## config.mk

```make
export PLATFORM = sky130hd
export DESIGN_NAME = fifo_page_replacement
export DESIGN_NICKNAME = d
export VERILOG_FILES = /design/src/design/fpr_pkg.sv /design/src/design/fifo_page_replacement.sv /design/src/design/fpr_cell.sv
export SDC_FILE = /design/constraint.sdc
export NUM_CORES = 1
export LEC_CHECK = 0
export ABC_CLOCK_PERIOD_IN_PS = 14900
export BUFFER_PORTS_ARGS = -buffer_cell sky130_fd_sc_hd__buf_4
export CAP_MARGIN = 20
export CORE_MARGIN = 5
export CORE_UTILIZATION = 54
export CTS_CLUSTER_DIAMETER = 60
export CTS_CLUSTER_SIZE = 24
export DETAILED_ROUTE_END_ITERATION = 7
export PLACE_DENSITY_LB_ADDON = 0.05
export RECOVER_POWER = 100
export SYNTH_ARGS = -nofsm -noshare
export SYNTH_HDL_FRONTEND = slang
export SYNTH_HIERARCHICAL = 1
export SYNTH_SLANG_ARGS = --single-unit
```

## constraint.sdc

```tcl
create_clock -name aclk -period 14.9 [get_ports aclk]
set_input_delay 2.98 -clock aclk [delete_from_list [all_inputs] [get_ports aclk]]
set_output_delay 2.98 -clock aclk [all_outputs]
set_load 0.03 [all_outputs]
```

## src/design/fpr_pkg.sv

```systemverilog
package fpr_pkg;

    // Fixed field widths of the result transaction
    localparam int SLOT_W  = 4;
    localparam int EVPG_W  = 16;
    localparam int FAULT_W = 32;
    localparam int CFG_W   = 5;

    // Result tdata layout, lowest bit first
    localparam int SLOT_LSB   = 0;
    localparam int EVV_LSB    = SLOT_LSB + SLOT_W;
    localparam int EVPG_LSB   = EVV_LSB + 1;
    localparam int FAULT_LSB  = EVPG_LSB + EVPG_W;
    localparam int RES_BITS   = FAULT_LSB + FAULT_W;
    localparam int RES_TDATA_W = ((RES_BITS + 7) / 8) * 8;

    // Default sizes
    localparam int DEF_FRAMES    = 16;
    localparam int DEF_PAGE_BITS = 16;

    // Register map: frames_in_use at byte address zero
    localparam logic REG_FRAMES_IN_USE = 1'b0;
    localparam logic [CFG_W-1:0] FRAMES_IN_USE_RST = 5'd16;

    localparam logic [FAULT_W-1:0] FAULT_MAX = '1;

    // Control handed to each cell
    typedef struct packed {
        logic active;   // cell index below the active frame count
        logic wr;       // load the reference page into this cell
    } cell_ctl_t;

    // Status returned by each cell
    typedef struct packed {
        logic first_hit; // lowest matching cell
        logic valid;     // cell holds a resident page
    } cell_stat_t;

endpackage

```

## src/design/fifo_page_replacement.sv

```systemverilog
// FIFO page replacement unit.
//
// Input stream (s_*): one page reference per transaction, page number in
// the low PAGE_BITS of s_tdata. Result stream (m_*): one transaction per
// reference, m_tuser = hit flag, m_tdata = slot, eviction and fault count.
//
// The resident pages sit in a row of FRAMES cells. Each cell compares the
// broadcast page against its own entry; a found flag ripples from cell to
// cell so the lowest matching frame wins. On a miss the page is loaded into
// the cell at the fill pointer, which wraps over the active frames, and the
// saturating fault counter advances.
//
// m_tvalid rises once a reference has passed the reference register and
// the result register. Throughput: one reference per cycle unless a held
// result stalls; the resolving edge writes the cells for the next lookup.
// Reset: all frames empty, fill pointer zero, fault count zero,
// frames_in_use = 16. Stall: while m_tready is low the held result stays
// put, the pending reference waits and s_tready drops. frames_in_use (APB,
// address 0) may only be written while idle; zero acts as one frame, values
// above FRAMES act as FRAMES.
module fifo_page_replacement #(
    parameter int FRAMES    = fpr_pkg::DEF_FRAMES,
    parameter int PAGE_BITS = fpr_pkg::DEF_PAGE_BITS
) (
    input  logic                               aclk,
    input  logic                               aresetn,
    // page reference stream
    input  logic                               s_tvalid,
    output logic                               s_tready,
    input  logic [((PAGE_BITS+7)/8)*8-1:0]     s_tdata,  // [PAGE_BITS-1:0] page_number
    // result stream
    output logic                               m_tvalid,
    input  logic                               m_tready,
    output logic [fpr_pkg::RES_TDATA_W-1:0]    m_tdata,  // frame_slot, evicted_valid,
                                                         // evicted_page, fault_count
    output logic                               m_tuser,  // hit
    // configuration
    input  logic                               psel,
    input  logic                               penable,
    input  logic                               pwrite,
    input  logic                               paddr,
    input  logic [31:0]                        pwdata,
    output logic [31:0]                        prdata,
    output logic                               pready
);

    localparam int SW = (FRAMES > 1) ? $clog2(FRAMES) : 1;
    localparam int NW = $clog2(FRAMES + 1);

    // configuration
    logic [fpr_pkg::CFG_W-1:0] frames_reg;
    logic [NW-1:0]             n_act;
    logic                      cfg_wr;

    // reference register
    logic                      busy_reg;
    logic [PAGE_BITS-1:0]      page_reg;
    logic                      go;

    // replacement state
    logic [SW-1:0]                 fp_reg;
    logic [SW-1:0]                 fp_next;
    logic [fpr_pkg::FAULT_W-1:0]   fault_reg;
    logic [fpr_pkg::FAULT_W-1:0]   fault_next;

    // cell row
    fpr_pkg::cell_ctl_t     ctl   [FRAMES];
    fpr_pkg::cell_stat_t    stat  [FRAMES];
    logic [PAGE_BITS-1:0]   cpage [FRAMES];
    logic [FRAMES:0]        found_chain;
    logic [FRAMES-1:0]      hit_vec;

    logic                   found;
    logic [SW-1:0]          hit_slot;
    logic [SW-1:0]          fill_slot;
    logic [SW-1:0]          slot;
    logic                   ev_valid;
    logic [PAGE_BITS-1:0]   ev_page;
    logic [31:0]            slot_ext;
    logic [31:0]            evp_ext;

    // result register
    logic                               m_valid_reg;
    logic [fpr_pkg::RES_TDATA_W-1:0]    m_data_reg;
    logic                               m_hit_reg;

    // ---------------- configuration port ----------------
    assign pready = 1'b1;
    assign cfg_wr = psel && penable && pwrite && (paddr == fpr_pkg::REG_FRAMES_IN_USE);
    assign prdata = (paddr == fpr_pkg::REG_FRAMES_IN_USE) ?
                    32'(frames_reg) : 32'd0;

    always_ff @(posedge aclk) begin
        if (!aresetn) begin
            frames_reg <= fpr_pkg::FRAMES_IN_USE_RST;
        end else if (cfg_wr) begin
            frames_reg <= pwdata[fpr_pkg::CFG_W-1:0];
        end
    end

    // active frame count, clamped to 1..FRAMES
    always_comb begin
        if (frames_reg == '0) begin
            n_act = NW'(1);
        end else if (32'(frames_reg) > 32'(FRAMES)) begin
            n_act = NW'(FRAMES);
        end else begin
            n_act = NW'(frames_reg);
        end
    end

    // ---------------- handshakes ----------------
    assign go       = busy_reg && (!m_valid_reg || m_tready);
    assign s_tready = !busy_reg || go;

    always_ff @(posedge aclk) begin
        if (!aresetn) begin
            busy_reg <= 1'b0;
        end else if (s_tvalid && s_tready) begin
            busy_reg <= 1'b1;
        end else if (go) begin
            busy_reg <= 1'b0;
        end
    end

    always_ff @(posedge aclk) begin
        if (s_tvalid && s_tready) begin
            page_reg <= s_tdata[PAGE_BITS-1:0];
        end
    end

    // ---------------- cell row ----------------
    assign found_chain[0] = 1'b0;

    for (genvar i = 0; i < FRAMES; i++) begin : g_cell
        assign ctl[i].active = (32'(i) < 32'(n_act));
        assign ctl[i].wr     = go && !found && (fill_slot == SW'(i));
        assign hit_vec[i]    = stat[i].first_hit;

        fpr_cell #(
            .PAGE_BITS (PAGE_BITS)
        ) u_cell (
            .aclk      (aclk),
            .aresetn   (aresetn),
            .page_in   (page_reg),
            .ctl       (ctl[i]),
            .found_in  (found_chain[i]),
            .found_out (found_chain[i+1]),
            .stat      (stat[i]),
            .page_out  (cpage[i])
        );
    end

    assign found = found_chain[FRAMES];

    // one-hot first hit to index
    always_comb begin
        hit_slot = '0;
        for (int i = 0; i < FRAMES; i++) begin
            if (hit_vec[i]) begin
                hit_slot = hit_slot | SW'(i);
            end
        end
    end

    // fill pointer wraps to zero if the frame count shrank below it
    assign fill_slot = (32'(fp_reg) >= 32'(n_act)) ? '0 : fp_reg;
    assign fp_next   = (32'(fill_slot) + 32'd1 >= 32'(n_act)) ? '0 : SW'(fill_slot + 1'b1);

    assign ev_valid = !found && stat[fill_slot].valid;
    assign ev_page  = ev_valid ? cpage[fill_slot] : '0;
    assign slot     = found ? hit_slot : fill_slot;

    assign fault_next = (!found && fault_reg != fpr_pkg::FAULT_MAX) ?
                        fault_reg + 1'b1 : fault_reg;

    always_ff @(posedge aclk) begin
        if (!aresetn) begin
            fp_reg    <= '0;
            fault_reg <= '0;
        end else if (go && !found) begin
            fp_reg    <= fp_next;
            fault_reg <= fault_next;
        end
    end

    // ---------------- result register ----------------
    assign slot_ext = 32'(slot);
    assign evp_ext  = 32'(ev_page);

    always_ff @(posedge aclk) begin
        if (!aresetn) begin
            m_valid_reg <= 1'b0;
        end else if (go) begin
            m_valid_reg <= 1'b1;
        end else if (m_tready) begin
            m_valid_reg <= 1'b0;
        end
    end

    always_ff @(posedge aclk) begin
        if (go) begin
            m_hit_reg  <= found;
            m_data_reg <= fpr_pkg::RES_TDATA_W'({
                fault_next,
                evp_ext[fpr_pkg::EVPG_W-1:0],
                ev_valid,
                slot_ext[fpr_pkg::SLOT_W-1:0]
            });
        end
    end

    assign m_tvalid = m_valid_reg;
    assign m_tdata  = m_data_reg;
    assign m_tuser  = m_hit_reg;

    // ---------------- assertions ----------------
    // a hit never reports an eviction
    a_hit_no_evict: assert property (@(posedge aclk) disable iff (!aresetn)
        m_tvalid && m_tuser |-> !m_tdata[fpr_pkg::EVV_LSB] &&
            m_tdata[fpr_pkg::FAULT_LSB-1:fpr_pkg::EVPG_LSB] == '0)
        else $error("hit result carries an eviction");

    // at most one cell claims the first match
    a_one_hit: assert property (@(posedge aclk) disable iff (!aresetn)
        $onehot0(hit_vec))
        else $error("more than one first-hit cell");

    // fault counter never goes backwards
    a_fault_mono: assert property (@(posedge aclk) disable iff (!aresetn)
        $past(aresetn) |-> fault_reg >= $past(fault_reg))
        else $error("fault counter decreased");

    // a resolved reference always yields a result next cycle
    a_go_result: assert property (@(posedge aclk) disable iff (!aresetn)
        go |=> m_tvalid)
        else $error("resolved reference produced no result");

endmodule

```

## src/design/fpr_cell.sv

```systemverilog
module fpr_cell #(
    parameter int PAGE_BITS = fpr_pkg::DEF_PAGE_BITS
) (
    input  logic                  aclk,
    input  logic                  aresetn,
    input  logic [PAGE_BITS-1:0]  page_in,
    input  fpr_pkg::cell_ctl_t    ctl,
    input  logic                  found_in,
    output logic                  found_out,
    output fpr_pkg::cell_stat_t   stat,
    output logic [PAGE_BITS-1:0]  page_out
);

    logic [PAGE_BITS-1:0] page_reg;
    logic                 valid_reg;
    logic                 match;

    assign match     = ctl.active && valid_reg && (page_reg == page_in);
    assign found_out = found_in | match;

    assign stat.first_hit = match & ~found_in;
    assign stat.valid     = valid_reg;
    assign page_out       = page_reg;

    always_ff @(posedge aclk) begin
        if (!aresetn) begin
            valid_reg <= 1'b0;
        end else if (ctl.wr) begin
            valid_reg <= 1'b1;
        end
    end

    always_ff @(posedge aclk) begin
        if (ctl.wr) begin
            page_reg <= page_in;
        end
    end

endmodule
```

==> results.py <==
metrics = {
    "status": {
        "status": "finished, violations left",
        "violations": "capacitance limit, slew limit",
    },
    "setup_path": {
        "worstSetupPathType": "flop to flop",
        "cp_max_fo": 32,
        "cpPeakStageDelay_ns": 1.30,
        "worstPathRequired_ns": 15.03,
        "critical-path-slowest-cell": "clkbuf_1",
        "cp.arrival_ns": 8.57,
        "crit_top_cell": "o21bai_1",
        "endpoint_kind": "flop",
        "start_kind": "flop",
    },
    "sta": {
        "fin_skew_ns": 0.0287,
        "tns_ns": 0,
        "finalSetupViolCount": 0,
        "max_freq_mhz": 119,
        "relSlewSlack": -1.27,
        "report.final.hold_viol_count": 0,
        "rsz0062_at_grt": "no",
        "slew_violations": 643,
        "period_needed_ns": 8.44,
        "worstMarginPinSlew_ns": 3.40,
        "fin_crit_sh": 0.566,
        "fin_hold_ws_ns": 0.489,
    },
    "die": {
        "initial_utilization": 0.546,
        "core_area_sq_um": 35500,
        "num_rows": 69,
        "die_height_um": 199,
        "die_w_um": 199,
        "io_pins": 148,
        "die_area_sq_um": 39700,
    },
    "clock_network": {
        "post_cts_buffers": 0,
        "clk_pin_slew_ns": 0.07,
        "holdBufCountCts": 0,
        "cts_tree": "yes",
        "cts_root_buffer": "clkbuf_16",
        "cts_buffers": 35,
        "htreeDepth": 2,
        "clkLatencyLatePin_ns": 0.54,
        "cts_sinks": 385,
        "clockBufferDepth": 3,
        "ctsResizeCount": 0,
    },
    "cells_and_area": {
        "layout.cells.non_filler": 2106,
        "seq_area_sq_um": 11000,
        "nNetsFinal": 1688,
        "fill_cells": 2967,
        "largest_reg_flops": 256,
        "drive_gt1_frac": 0.101,
        "syn2layout_area_growth_pct": 9.47,
        "multi_input_area_sq_um": 7710,
    },
    "power": {
        "vdd_ir_drop_max_v": 0.000108,
        "power.density_nw_per_um2": 108,
        "design_power_total_mw": 2.29,
        "p_leak_nw": 6.67,
    },
    "detailed_routing": {
        "num_vias": 12300,
        "detail_route.first_pass.iterations": 5,
        "drc": 0,
        "ant_nets": 0,
        "wirelength_um": 45800,
        "vias_per_cell": 5.83,
        "drtIter0Drc": 665,
        "wl_per_cell_um": 21.7,
    },
    "global_route": {
        "grt_max_degree": 62,
        "grt.overflow.total": 0,
        "grt_pass1_wl_um": 69500,
        "antenna_found_initial": 0,
        "track_usage": 0.228,
        "first_global_vias": 12100,
    },
    "place": {
        "port_buffers": 89,
        "detailed_place_hpwl_um": 31100,
        "gp_congestion": 0.849,
        "placedCellCount": 2042,
    },
    "synthesis": {
        "ys_warn_count": 6,
        "syn_area_per_cell_sq_um": 12.7,
        "syn_area_sq_um": 19400,
        "synth_cells": 1528,
    },
    "min_path": {
        "hp-class": "flop to flop",
    },
    "job": {
        "maxCapViolations": 18,
    },
}
where the power goes:
group,internal (mW),switching (mW),total (mW)
registers,1.18,0.00890,1.19
logic,0.0529,0.105,0.158
clock network,0.519,0.419,0.938
total,1.75,0.533,2.29
critical path, delay by kind of cell (launching register included):
kind                      cells  cell delay [ns]
xor gates and xnor gates      1             0.19
DFF                           1             0.33
AOI/OAI and AO/OA            16             3.04
buffers and inverters         4             3.20
and+or+nand+nor               5             1.23
layer usage:
layer	track usage	part of all wire	vias to the layer above
met3	0.0298	0.068	70
met5	0	0	-
li1	-	-	5775
met2	0.385	0.49	414
met1	0.312	0.41	6027
met4	0.0707	0.029	0
layout make-up:
class,count,area share
Antenna cell,1,0.000118
Clock buffer,39,0.0440
Clock inverter,24,0.0122
Inverter,27,0.00478
Multi-Input combinational cell,1036,0.364
Sequential cell,385,0.518
Tap cell,461,0.0272
Timing Repair Buffer,133,0.0299
placed cells by master, fill, tap and decap left out, types with 25 or more instances in the layout:
master,n
clkbuf_16,37
nand3_1,47
o21ai_0,35
a21oi_1,36
nor2_1,89
xnor2_1,273
inv_1,25
clkbuf_1,99
nand2_1,63
edfxtp_1,326
nand4_1,58
mux4_2,33
xor2_1,36
conb_1,33
dfxtp_1,57
final timing paths:
| path | start | endpoint | slack (ns) | cells past startpoint |
|---|---|---|---|---|
| max | page_reg[11]$_DFFE_PP_ | g_cell[2].u_cell/page_out[14]$_DFFE_PP_ | 6.46 | 26 |
| min | g_cell[4].u_cell/valid_reg$_SDFFE_PN0P_ | g_cell[4].u_cell/valid_reg$_SDFFE_PN0P_ | 0.49 | 1 |
| max reg2reg | page_reg[11]$_DFFE_PP_ | g_cell[2].u_cell/page_out[14]$_DFFE_PP_ | 6.46 | 26 |
| min reg2reg | g_cell[4].u_cell/valid_reg$_SDFFE_PN0P_ | g_cell[4].u_cell/valid_reg$_SDFFE_PN0P_ | 0.49 | 1 |
stage by stage:
stage | worst slack (ns) | area [sq um] | util
after floorplan | 7.94 | 19500 | -
after global placement | 8.15 | 20400 | 0.576
after detailed placement | 8.12 | 20400 | 0.576
after CTS | 8.11 | 21600 | 0.610
after global routing | 5.89 | 21200 | 0.597
final | 6.46 | 21200 | 0.597
Note: power is estimated with default switching activity, not from simulation.
